--- config.mk ---
export PLATFORM = sky130hd
export DESIGN_NAME = quoted_string_escaper
export DESIGN_NICKNAME = d
export VERILOG_FILES = /design/src/rtl/core/qse_pkg.sv /design/src/rtl/core/qse_front.sv /design/src/rtl/core/qse_queue.sv /design/src/rtl/core/qse_back.sv /design/src/rtl/core/quoted_string_escaper.sv
export SDC_FILE = /design/constraint.sdc
export NUM_CORES = 1
export LEC_CHECK = 0
export ABC_CLOCK_PERIOD_IN_PS = 3800
export BUFFER_PORTS_ARGS = -buffer_cell sky130_fd_sc_hd__buf_2
export CAP_MARGIN = 20
export CORE_ASPECT_RATIO = 1.1
export CORE_MARGIN = 2
export CORE_UTILIZATION = 55
export CTS_CLUSTER_DIAMETER = 120
export CTS_CLUSTER_SIZE = 12
export DETAILED_ROUTE_END_ITERATION = 8
export HOLD_SLACK_MARGIN = 0.06
export PLACE_DENSITY = 0.87
export SLEW_MARGIN = 10
export SYNTH_ARGS = -nofsm -noshare
export SYNTH_HDL_FRONTEND = slang
export SYNTH_SLANG_ARGS = --single-unit
--- constraint.sdc ---
create_clock -name clk -period 3.8 [get_ports clk]
set_clock_uncertainty 0.05 [all_clocks]
set_input_delay 0.38 -clock clk [delete_from_list [all_inputs] [get_ports clk]]
set_output_delay 0.38 -clock clk [all_outputs]
set_load 0.1 [all_outputs]
--- src/rtl/core/qse_pkg.sv ---
// qse_pkg: shared types, character constants and the hex digit table
// for the quoted string escaper. No dependencies.
package qse_pkg;

  localparam int QUEUE_DEPTH_DEFAULT = 2;

  localparam logic [7:0] CH_QUOTE  = 8'h22;
  localparam logic [7:0] CH_BSLASH = 8'h5C;
  localparam logic [7:0] CH_X      = 8'h78;
  localparam logic [7:0] PRINT_LO  = 8'h20;
  localparam logic [7:0] PRINT_HI  = 8'h7F;

  // One input transaction
  typedef struct packed {
    logic       kind;
    logic [7:0] data_byte;
  } in_item_t;

  // One output transaction
  typedef struct packed {
    logic [7:0] out_char;
    logic       run_last;
    logic       string_done;
  } out_item_t;

  typedef enum logic [1:0] {
    CLS_PLAIN,
    CLS_ESC,
    CLS_HEX,
    CLS_CLOSE
  } cls_t;

  // Classified item handed from front to back
  typedef struct packed {
    logic       open_quote;
    cls_t       cls;
    logic [7:0] data_byte;
  } desc_t;

  function automatic logic [7:0] hex_digit(input logic [3:0] nib);
    logic [7:0] ch;
    case (nib)
      4'h0: ch = 8'h30;
      4'h1: ch = 8'h31;
      4'h2: ch = 8'h32;
      4'h3: ch = 8'h33;
      4'h4: ch = 8'h34;
      4'h5: ch = 8'h35;
      4'h6: ch = 8'h36;
      4'h7: ch = 8'h37;
      4'h8: ch = 8'h38;
      4'h9: ch = 8'h39;
      4'hA: ch = 8'h41;
      4'hB: ch = 8'h42;
      4'hC: ch = 8'h43;
      4'hD: ch = 8'h44;
      4'hE: ch = 8'h45;
      default: ch = 8'h46;
    endcase
    return ch;
  endfunction

endpackage

--- src/rtl/core/qse_front.sv ---
// qse_front: accepts input transactions, tracks the opening quote and
// classifies each byte. Depends on qse_pkg.
module qse_front import qse_pkg::*; (
  input  logic     clk,
  input  logic     rst,
  input  logic     item_valid,
  output logic     item_stall,
  input  in_item_t item,
  input  logic     q_full,
  output logic     push,
  output desc_t    desc
);

  logic quote_opened;
  logic accept;

  assign item_stall = q_full;
  assign accept     = item_valid && !q_full;
  assign push       = accept;

  always_comb begin
    desc.open_quote = !quote_opened;
    desc.data_byte  = item.data_byte;
    if (item.kind) begin
      desc.cls = CLS_CLOSE;
    end else if (item.data_byte == CH_BSLASH || item.data_byte == CH_QUOTE) begin
      desc.cls = CLS_ESC;
    end else if (item.data_byte < PRINT_LO || item.data_byte >= PRINT_HI) begin
      desc.cls = CLS_HEX;
    end else begin
      desc.cls = CLS_PLAIN;
    end
  end

  always_ff @(posedge clk) begin
    if (rst) begin
      quote_opened <= 1'b0;
    end else if (accept) begin
      quote_opened <= !item.kind;
    end
  end

endmodule

--- src/rtl/core/qse_queue.sv ---
// qse_queue: small FIFO of classified items between front and back.
// Depends on qse_pkg.
module qse_queue import qse_pkg::*; #(
  parameter int DEPTH = QUEUE_DEPTH_DEFAULT
) (
  input  logic  clk,
  input  logic  rst,
  input  logic  push,
  input  desc_t wr_desc,
  input  logic  pop,
  output desc_t rd_desc,
  output logic  full,
  output logic  empty
);

  localparam int PTR_W = (DEPTH > 1) ? $clog2(DEPTH) : 1;
  localparam int CNT_W = $clog2(DEPTH + 1);

  desc_t             mem [DEPTH];
  logic [PTR_W-1:0]  wr_ptr;
  logic [PTR_W-1:0]  rd_ptr;
  logic [CNT_W-1:0]  count;
  logic              do_push;
  logic              do_pop;

  assign full    = (count == CNT_W'(DEPTH));
  assign empty   = (count == '0);
  assign do_push = push && !full;
  assign do_pop  = pop && !empty;
  assign rd_desc = mem[rd_ptr];

  function automatic logic [PTR_W-1:0] ptr_inc(input logic [PTR_W-1:0] p);
    return (p == PTR_W'(DEPTH - 1)) ? '0 : p + 1'b1;
  endfunction

  always_ff @(posedge clk) begin
    if (do_push) begin
      mem[wr_ptr] <= wr_desc;
    end
  end

  always_ff @(posedge clk) begin
    if (rst) begin
      wr_ptr <= '0;
      rd_ptr <= '0;
      count  <= '0;
    end else begin
      if (do_push) begin
        wr_ptr <= ptr_inc(wr_ptr);
      end
      if (do_pop) begin
        rd_ptr <= ptr_inc(rd_ptr);
      end
      if (do_push && !do_pop) begin
        count <= count + 1'b1;
      end else if (do_pop && !do_push) begin
        count <= count - 1'b1;
      end
    end
  end

endmodule

--- src/rtl/core/qse_back.sv ---
// qse_back: expands the queue head into escaped characters, one per
// cycle unless stalled, to the output register. Depends on qse_pkg.
module qse_back import qse_pkg::*; (
  input  logic      clk,
  input  logic      rst,
  input  logic      q_empty,
  input  desc_t     head,
  output logic      pop,
  output logic      text_valid,
  input  logic      text_stall,
  output out_item_t text
);

  logic [2:0] step;
  logic [2:0] rel;
  logic [2:0] last_step;
  logic       at_last;
  logic       load;
  logic [7:0] ch;

  assign rel = step - {2'b00, head.open_quote};

  always_comb begin
    unique case (head.cls)
      CLS_PLAIN: last_step = 3'd0;
      CLS_ESC:   last_step = 3'd1;
      CLS_HEX:   last_step = 3'd3;
      CLS_CLOSE: last_step = 3'd0;
      default:   last_step = 3'd0;
    endcase
    last_step = last_step + {2'b00, head.open_quote};
  end

  always_comb begin
    if (head.open_quote && step == 3'd0) begin
      ch = CH_QUOTE;
    end else begin
      case (head.cls)
        CLS_PLAIN: ch = head.data_byte;
        CLS_ESC:   ch = (rel == 3'd0) ? CH_BSLASH : head.data_byte;
        CLS_HEX: begin
          case (rel)
            3'd0:    ch = CH_BSLASH;
            3'd1:    ch = CH_X;
            3'd2:    ch = hex_digit(head.data_byte[7:4]);
            default: ch = hex_digit(head.data_byte[3:0]);
          endcase
        end
        default:   ch = CH_QUOTE;
      endcase
    end
  end

  assign at_last = (step == last_step);
  assign load    = !q_empty && (!text_valid || !text_stall);
  assign pop     = load && at_last;

  always_ff @(posedge clk) begin
    if (rst) begin
      step       <= '0;
      text_valid <= 1'b0;
    end else if (load) begin
      step       <= at_last ? 3'd0 : step + 3'd1;
      text_valid <= 1'b1;
    end else if (!text_stall) begin
      text_valid <= 1'b0;
    end
  end

  always_ff @(posedge clk) begin
    if (load) begin
      text.out_char    <= ch;
      text.run_last    <= at_last;
      text.string_done <= at_last && (head.cls == CLS_CLOSE);
    end
  end

endmodule

--- src/rtl/core/quoted_string_escaper.sv ---
// quoted_string_escaper: top level, front classifier, item queue and
// character back end. Depends on qse_pkg, qse_front, qse_queue, qse_back.
//
// Turns a stream of byte transactions into a double-quoted literal, one
// output transaction per character. Printable bytes pass unchanged,
// backslash and double quote gain a leading backslash, and bytes below
// 0x20 or from 0x7F up become backslash, x and two upper-case hex digits.
// The opening quote is emitted ahead of the first character of a string;
// an end-of-string transaction emits the closing quote (two quotes for an
// empty string) with string_done set. run_last marks the final character
// caused by each input transaction. The back end emits one character per
// cycle while the output is not stalled, and an item yields one to five
// characters; the front accepts one transaction per cycle while the
// queue of QUEUE_DEPTH classified items has room. The output register
// holds a character while it waits to be taken, and the next one is
// loaded in the cycle it is taken, so a stalled output halts the back
// end. An accepted transaction is written into the queue, and its first
// character is loaded into the output register once the item is at the
// queue head and the output register is free.
module quoted_string_escaper import qse_pkg::*; #(
  parameter int QUEUE_DEPTH = QUEUE_DEPTH_DEFAULT
) (
  input  logic      clk,
  input  logic      rst,
  input  logic      item_valid,
  output logic      item_stall,
  input  in_item_t  item,
  output logic      text_valid,
  input  logic      text_stall,
  output out_item_t text
);

  // Front to queue
  logic  push;
  desc_t wr_desc;
  // Queue to back
  logic  q_full;
  logic  q_empty;
  logic  pop;
  desc_t head;

  // Classify and hold quote state
  qse_front u_front (
    .clk        (clk),
    .rst        (rst),
    .item_valid (item_valid),
    .item_stall (item_stall),
    .item       (item),
    .q_full     (q_full),
    .push       (push),
    .desc       (wr_desc)
  );

  // Decouple acceptance from character expansion
  qse_queue #(
    .DEPTH (QUEUE_DEPTH)
  ) u_queue (
    .clk     (clk),
    .rst     (rst),
    .push    (push),
    .wr_desc (wr_desc),
    .pop     (pop),
    .rd_desc (head),
    .full    (q_full),
    .empty   (q_empty)
  );

  // Expand the head item, one character a cycle while not stalled
  qse_back u_back (
    .clk        (clk),
    .rst        (rst),
    .q_empty    (q_empty),
    .head       (head),
    .pop        (pop),
    .text_valid (text_valid),
    .text_stall (text_stall),
    .text       (text)
  );

endmodule

Word level (Yosys, flattened, before mapping)
Memories as Yosys holds them, arrays and structs flattened. A register that Yosys moved wholly into a read port is not among the register bits.
Index checks and enable logic that the tools add are counted.

operators by class
  add/sub/neg operators = 7
  magnitude comparators = 2
  equality and inequality tests = 10
  multiplexer cells = 18
  reductions and logical operators = 26

operator list
  kind                   count
  $pmux W8 S3            2
  $mux W2                5
  $logic_and A1 B1 Y1    9
  $pmux W3 S3            1
  $eq A8 B6 Y1 const B   1
  $eq A8 B7 Y1 const B   1
  $ge A8 B7 Y1 const B   1
  $logic_not A1 Y1       8
  $lt A8 B6 Y1 const B   1
  $mux W1                8
  $mux W8                1
  $eq A2 B2 Y1 const B   3
  $logic_not A3 Y1       2
  $logic_not A2 Y1       2
  $add A3 B1 Y3          1
  $add A3 B1 Y3 const B  1
  $eq A3 B1 Y1 const B   1
  $eq A3 B2 Y1 const B   1
  $eq A3 B3 Y1           1
  $logic_or A1 B1 Y1     3
  $mux W3                1
  $sub A3 B1 Y3          1
  $add A1 B1 Y1 const B  2
  $add A2 B1 Y2 const B  1
  5 further kinds        5

storage, ports and cells
  register bits after elaboration = 19
  memory bits (writable) = 22
  ROM bits = 224
  output and inout bits = 12
  logic and storage cells = 75
  memories kept = 3

memories
  name              depth  width  rd ports  clocked after memory_dff  wr ports  RTL line         RTL
  (name not given)  16     7      1         0                         0         qse_pkg.sv:42    case (nib)
  (name not given)  16     7      1         0                         0         qse_pkg.sv:42
  u_queue.mem       2      11     1         1                         1         qse_queue.sv:19  desc_t mem [DEPTH];

Longest topological paths before layout
Gate-level depths: netlist of run 1.

  word-level depth = 10
  depth in mapped cells = 14
  gate-level depth less buffers = 12

Hierarchy
A second synthesis of run 1 with hierarchy kept.

unflattened totals
  cell total of the unflattened synthesis = 203
  area total of the unflattened synthesis = 2,284.7 µm²

modules (own cells, without submodules)
  module     instances  cells an instance  area an instance (µm²)  sequential area each (µm²)
  qse_back   1          120                1,096.1                 380.4
  qse_queue  1          59                 1,007.2                 760.7
  qse_front  1          24                 181.4                   20.0

Worst setup path before layout of run 1
OpenSTA, ideal clock, no wires.

  path kind = register to register
  start = reg with a tool-made name
  end = reg u_queue.count[1]
  setup time = 71 ps
  arrival = 2,951 ps
  required time = 3,679 ps
  setup slack = 729 ps
  stages on the path, launching flop included = 14
  buffers on the path = 2
  path through = dfxtp_1 -> buf_6 -> buf_2 -> mux2i_1 -> ha_1 -> ha_1 -> xor2_1 -> and4_4 -> o31ai_2 -> inv_1 -> nand2_1 -> ha_1 -> or3_1 -> a21oi_1

RTL lines
  what                  RTL line         RTL
  to (signal assigned)  qse_queue.sv:55  count <= count + 1'b1;
  to (signal assigned)  qse_queue.sv:57  count <= count - 1'b1;
  to (decl)             qse_queue.sv:22  logic [CNT_W-1:0] count;

==> results.md, run 1 <==
* DRC Markers at 0
* Drt total wl at 4.172 mm
* First-pass GRT wire length at 7.017 mm
* GR peak layer: met2
* Die ar. at 0.004705 mm^2
* Ys Warns at 0
* Syn Nets at 240
* Site Rows at 24
* Die Height at 71.75 um
* DP Wirelength at 3.082 mm
* CTS tree: built
* Area Overhead vs Synth at 11.94%
* Largest family of logic cells by synthesized area: compound AO/OA/AOI/OAI gates
* Share of cells above drive strength 1 at 17.08%
* Setup TNS at 0 ns
* Placed Instance Area at 0.002459 mm^2
* # fillers at 317
* Core box area at 0.003994 mm^2
* TritonRoute pass-1 iters at 4
* Post-CTS setup buffers at 0
* Arr. time, crit path at 3.25 ns
* I/O pin cnt at 25
* Largest net degree at the start of global routing at 17
* Clock sinks at 42
* N_diodes at 0
* Die W at 65.59 um
* Final worst slack at 0.7341 ns
* Average size of a mapped cell at 10.82 um^2
* Element type at the critical path start: flop
* Fin nets at 267
* Min Clock Period, post-route at 3.066 ns
* Root buffer cell: clkbuf_8
* Post-Layout Cell Count at 292
* Fraction of the mapped netlist area in compound gates at 14.78%
* Flops & latches, synth at 42
* H-tree Lvls at 2
* CTS Hold Bufs at 0
* Final period util at 80.68%
* Pleak at 0.9849 nW
* M1 GR Usage at 24.41%
* Post-route ant nets at 0
* Worst-skew pair later-pin latency at 0.29 ns
* Adder-cell share of the synthesized area at 8.179%
* Crit path capture type: flop
* Worst Path Required at 3.98 ns
* Max_slew headroom at 36.30%
* I/O Buffers at 24
* PwrDens at 905.0 mW/mm^2
* CTS max path bufs at 2
* Hold Path Class: in2reg
* GR Layer Usage met3 at 5.181%
* Yosys cell types at 44
* Crit Path Class: reg2reg
* Mapped Area at 0.002295 mm^2
* Gp weighted congestion at 0.8878
* Initial antenna violation count at 0
* Initial Util at 57.46%
* Routed vias/inst at 5.682
* Most frequent cells in the layout: edfxtp_1, buf_2, a21oi_1
* Max cap viols at 0
* Max Freq at 326.2 MHz
* Post-synthesis sequential area ratio at 50.60%
* Max VDD drop at 334.7 uV
* Cells after DPL at 284
* Pins over their slew limit at 0
* Post-synth EDFFs at 32
* Remaining global-route overflow at 0
* Main synth FF type: edfxtp_1
* Routing usage on met2 at 32.77%
* Post-synthesis xor/xnor area fraction at 2.672%
* Post-DR wirelength/cell at 14.29 um
* Commonest non-fill, non-tap cell in the layout: edfxtp_1
* Vias in the first global route at 1592
* Final Cell Area at 0.002569 mm^2
* # setup viols final at 0
* Routed via count at 1659
* Worst slew pin tran at 0.9536 ns
* Post-CTS resize count at 0
* Reg clk slew, reported paths at 0.08 ns
* Worst-path maximum fanout at 6
* Hold Fails Final Rpt at 0
* Total GRT Usage at 19.39%
* Mux cell area share after synthesis at 5.998%
* Ys async rst share at 0%
* RSZ-0062 raised after global routing: false
* Worst slack, placed at 0.7438 ns
* Mapped Cells at 212
* DR iter-0 viols at 120
* Status: completed
* Inserted Clock Buffers at 5
* Post-Synth Simple-Gate Area at 13.90%
==> final cells by class <==
cell class | count | area (um^2) | share of cell area (%)
Tap cell | 52 | 65.06 | 2.533
Clock inverter | 2 | 37.54 | 1.461
Timing Repair Buffer | 25 | 127.6 | 4.968
Inverter | 16 | 60.06 | 2.338
Sequential cell | 42 | 1161 | 45.20
Multi-Input combinational cell | 149 | 1045 | 40.67
Clock buffer | 6 | 72.57 | 2.825
==> final timing paths <==
check,startpoint,endpoint,slack (ns),cells past startpoint
setup reg to reg,flop,u_queue.count[1],0.73,11
hold reg to reg,u_front.quote_opened,u_queue.mem[0][10],0.43,1
setup / recovery,flop,u_queue.count[1],0.73,11
hold / removal,item[8],u_front.quote_opened,0.24,2
==> cells by family after synthesis <==
logic type,count (synthesis)
buffers and inverters,21
and+or+nand+nor,59
muxes,13
DFF,42
xor gates and xnor gates,7
adders and majority gates,15
AOI/OAI and AO/OA,55
==> worst max-delay path, cell delays in order (launching register included) <==
cell and delay (ns):
dfxtp_1 0.42, mux2i_1 0.34, ha_1 0.30, ha_1 0.19, xor2_1 0.16, and4_4 0.21, o31ai_2 0.37, inv_1 0.11
nand2_1 0.10, ha_1 0.26, or3_1 0.35, a21oi_1 0.13
==> cell usage after synthesis, types with 4 or more instances <==
| cell | instances | share of area (%) |
|---|---|---|
| mux2i_1 | 10 | 4.4 |
| nand3_1 | 9 | 2.0 |
| o21ai_0 | 14 | 3.1 |
| ha_1 | 15 | 8.2 |
| xor2_1 | 4 | 1.5 |
| edfxtp_1 | 32 | 42 |
| nor2_1 | 14 | 2.3 |
| nand2_1 | 11 | 1.8 |
| a21oi_1 | 20 | 4.4 |
| inv_1 | 16 | 2.6 |
| nor3_1 | 5 | 1.1 |
| dfxtp_1 | 10 | 8.7 |
==> metrics by stage <==
step / hold WS (ns) / total power, mW / utilization, %
6_report: 0.2405 / 2.325 / 64.32
5_1_grt: 0.2429 / 2.471 / 64.32
4_1_cts: 0.2388 / 2.324 / 64.32
3_5_place_dp: 0.4118 / 1.976 / 61.56
3_3_place_gp: 0.3988 / 1.951 / 61.56
2_1_floorplan: 0.3933 / 1.776 / -
==> layer usage <==
layer  part of all wire (%)  wire length [um]
met1                     44              1849
met2                     50              2077
met3                    4.6               192
met4                    1.3                54
met5                      0                 0
==> registers in the layout, summed over array words and instances (netlist names), named ones only <==
name and flops:
u_back.step 3, u_queue.mem 22, u_back.text 10, u_front.quote_opened 1, u_queue.rd_ptr 1, u_back.text_valid 1, u_queue.wr_ptr 1, u_queue.count 2
==> where the power goes <==
group	switching [mW]	leakage (nW)	internal (mW)
combinational	0.923	0.553	0.352
clock	0.154	0.0514	0.196
sequential	0.0521	0.381	0.649
total	1.13	0.985	1.20
Power figures use the tool's default switching activity.
==> run 2: changes to the inputs <==
--- a/config.mk
+++ b/config.mk
@@ -5,7 +5,7 @@
 export SDC_FILE = /design/constraint.sdc
 export NUM_CORES = 1
 export LEC_CHECK = 0
-export ABC_CLOCK_PERIOD_IN_PS = 3800
+export ABC_CLOCK_PERIOD_IN_PS = 3000
 export BUFFER_PORTS_ARGS = -buffer_cell sky130_fd_sc_hd__buf_2
 export CAP_MARGIN = 20
 export CORE_ASPECT_RATIO = 1.1
==> constraint.sdc (replaced) <==
create_clock -name clk -period 3 [get_ports clk]
set_clock_uncertainty 0.05 [all_clocks]
set_input_delay 0.3 -clock clk [delete_from_list [all_inputs] [get_ports clk]]
set_output_delay 0.3 -clock clk [all_outputs]
set_load 0.1 [all_outputs]
==> results.md, run 2 (synthesis results as in run 1) <==
* Hold Path Class: in2reg
* Pins over their slew limit at 0 (unchanged)
* Met1 WL at 1.813 mm (-1.9%)
* Gp weighted congestion at 0.8858 (-0.23%)
* Core box area at 0.003994 mm^2 (unchanged)
* Total GRT Usage at 19.56% (+0.17 points)
* DR top layer: met4
* Final Cell Area at 0.002589 mm^2 (+0.78%)
* CP peak stage delay at 0.40 ns (-0.02 ns)
* Initial antenna violation count at 0 (unchanged)
* Routed via count at 1674 (+0.90%)
* Initial Util at 57.46% (unchanged)
* Delay-heaviest family, CP: adder cells
* Min Clock Period, post-route at 2.847 ns (-0.2192 ns)
* Crit Path Class: reg2reg
* Root buffer cell: clkbuf_8
* I/O pin cnt at 25 (unchanged)
* DR WL met2 at 2.196 mm (+5.7%)
* Routed vias/inst at 5.675 (-0.12%)
* Worst-path maximum fanout at 4 (-2)
* Worst slew pin tran at 0.6200 ns (-0.3336 ns)
* Site Rows at 24 (unchanged)
* Critical R2R Capture: u_queue.count[1]
* Arr. time, crit path at 3.03 ns (-0.22 ns)
* Vias in the first global route at 1609 (+1.1%)
* Worst R2R Setup Slack at 0.15 ns (-0.58 ns)
* Largest net degree at the start of global routing at 17 (unchanged)
* CP max-delay cell: dfxtp_2
* Top reg by flops: u_queue.mem
* Remaining global-route overflow at 0 (unchanged)
* Status: completed
* DP Wirelength at 3.190 mm (+3.5%)
* Die Height at 71.75 um (unchanged)
* Post-route ant nets at 0 (unchanged)
* WHS at 0.1560 ns (-0.08450 ns)
* CTS Hold Bufs at 0 (unchanged)
* DRC Markers at 0 (unchanged)
* Multi-input combinational cell area at 0.001052 mm^2 (+0.72%)
* Element type at the critical path start: flop
* Registers with the most flip-flops: u_queue.mem x22, u_back.text x10, u_back.step x3
* Final period util at 94.89% (+14 points)
* I/O Buffers at 24 (unchanged)
* Post-DR wirelength/cell at 14.54 um (+1.8%)
* Min-Delay Startpoint: item[8]
* # setup viols final at 0 (unchanged)
* Hold Fails Final Rpt at 0 (unchanged)
* H-tree Lvls at 2 (unchanged)
* # fillers at 309 (-2.5%)
* RSZ-0062 raised after global routing: false
* CTS max path bufs at 2 (unchanged)
* Max Freq at 351.3 MHz (+7.7%)
* Share of cells above drive strength 1 at 19.75% (+2.7 points)
* Placed Instance Area at 0.002489 mm^2 (+1.2%)
* Area Overhead vs Synth at 12.81%
* Post-CTS setup buffers at 0 (unchanged)
* Crit-path cells: mux2i_2 > ha_1 > ha_1 > xor2_1 > and4_4 > o31ai_2 > inv_1 > nand2_1 > ha_1 > or3_1 > a21oi_1
* TritonRoute pass-1 iters at 4 (unchanged)
* Max FFs per register at 22 (unchanged)
* FF+latch area at 0.001162 mm^2 (+0.11%)
* Most frequent cells in the layout: edfxtp_1, buf_2, a21oi_1
* Most frequent CP cell: ha_1
* First-pass GRT wire length at 7.038 mm (+0.30%)
* Max_slew headroom at 58.23% (+22 points)
* Setup TNS at 0 ns (unchanged)
* Worst Path Required at 3.18 ns (-0.80 ns)
* Crit path capture type: flop
* Max cap viols at 0 (unchanged)
* Reg clk slew, reported paths at 0.08 ns (about the same)
* Commonest non-fill, non-tap cell in the layout: edfxtp_1
* Die ar. at 0.004705 mm^2 (unchanged)
* Buf/Inv on CP at 1 (unchanged)
* N_diodes at 0 (unchanged)
* Post-CTS resize count at 0 (unchanged)
* CTS tree: built
* Inserted Clock Buffers at 5 (unchanged)
* Met3 wire length at 174 um (-9.4%)
* Clock sinks at 42 (unchanged)
* Worst r2r path cells at 11 (unchanged)
* DR iter-0 viols at 81 (-33%)
* Drt total wl at 4.289 mm (+2.8%)
* Hold endpoint: u_front.quote_opened
* Worst-skew pair later-pin latency at 0.30 ns (about the same)
* Fin nets at 270 (+1.1%)
* Die W at 65.59 um (unchanged)
* Worst hold path depth at 2 (unchanged)
==> run 2: layout make-up <==
type / instances / area share, %
inverters: 16 / 2.320
clock inverters: 2 / 0.6283
well taps: 52 / 2.513
flip-flops and latches: 42 / 44.90
multi-input cells: 149 / 40.65
clock buffers: 6 / 3.190
repair buffers: 28 / 5.800
==> run 2: worst max path at each step <==
stage,startpoint,to,slack (ns),cells after the start
final,flop,u_queue.count[1],0.15,11
after global routing,flop,u_queue.count[1],0.01,11
after CTS,flop,u_queue.count[1],0.09,11
after detailed placement,flop,u_queue.count[1],0.09,11
after global placement,flop,u_queue.count[1],0.24,11
after floorplan,flop,u_queue.count[1],0.001,13
==> run 2: through the flow <==
| step | std cells | setup WS, ns | util, % |
|---|---|---|---|
| after floorplan | 212 | 0.001483 | - |
| after global placement | 287 | 0.2402 | 62.31 |
| after detailed placement | 287 | 0.09395 | 62.31 |
| after CTS | 295 | 0.08722 | 64.79 |
| after global routing | 295 | 0.01244 | 64.82 |
| final | 295 | 0.1533 | 64.82 |
==> run 2: routing by layer <==
layer  track usage [%]  vias up
met1             23.49      777
met3             5.651       12
met4             7.870        0
met2             32.99       43
li1                  -      842
met5                 0        -
Power of run 2 is left out: the tool's default activity adds up to more than one toggle a clock period on the data nets, which glitch-free logic cannot reach.
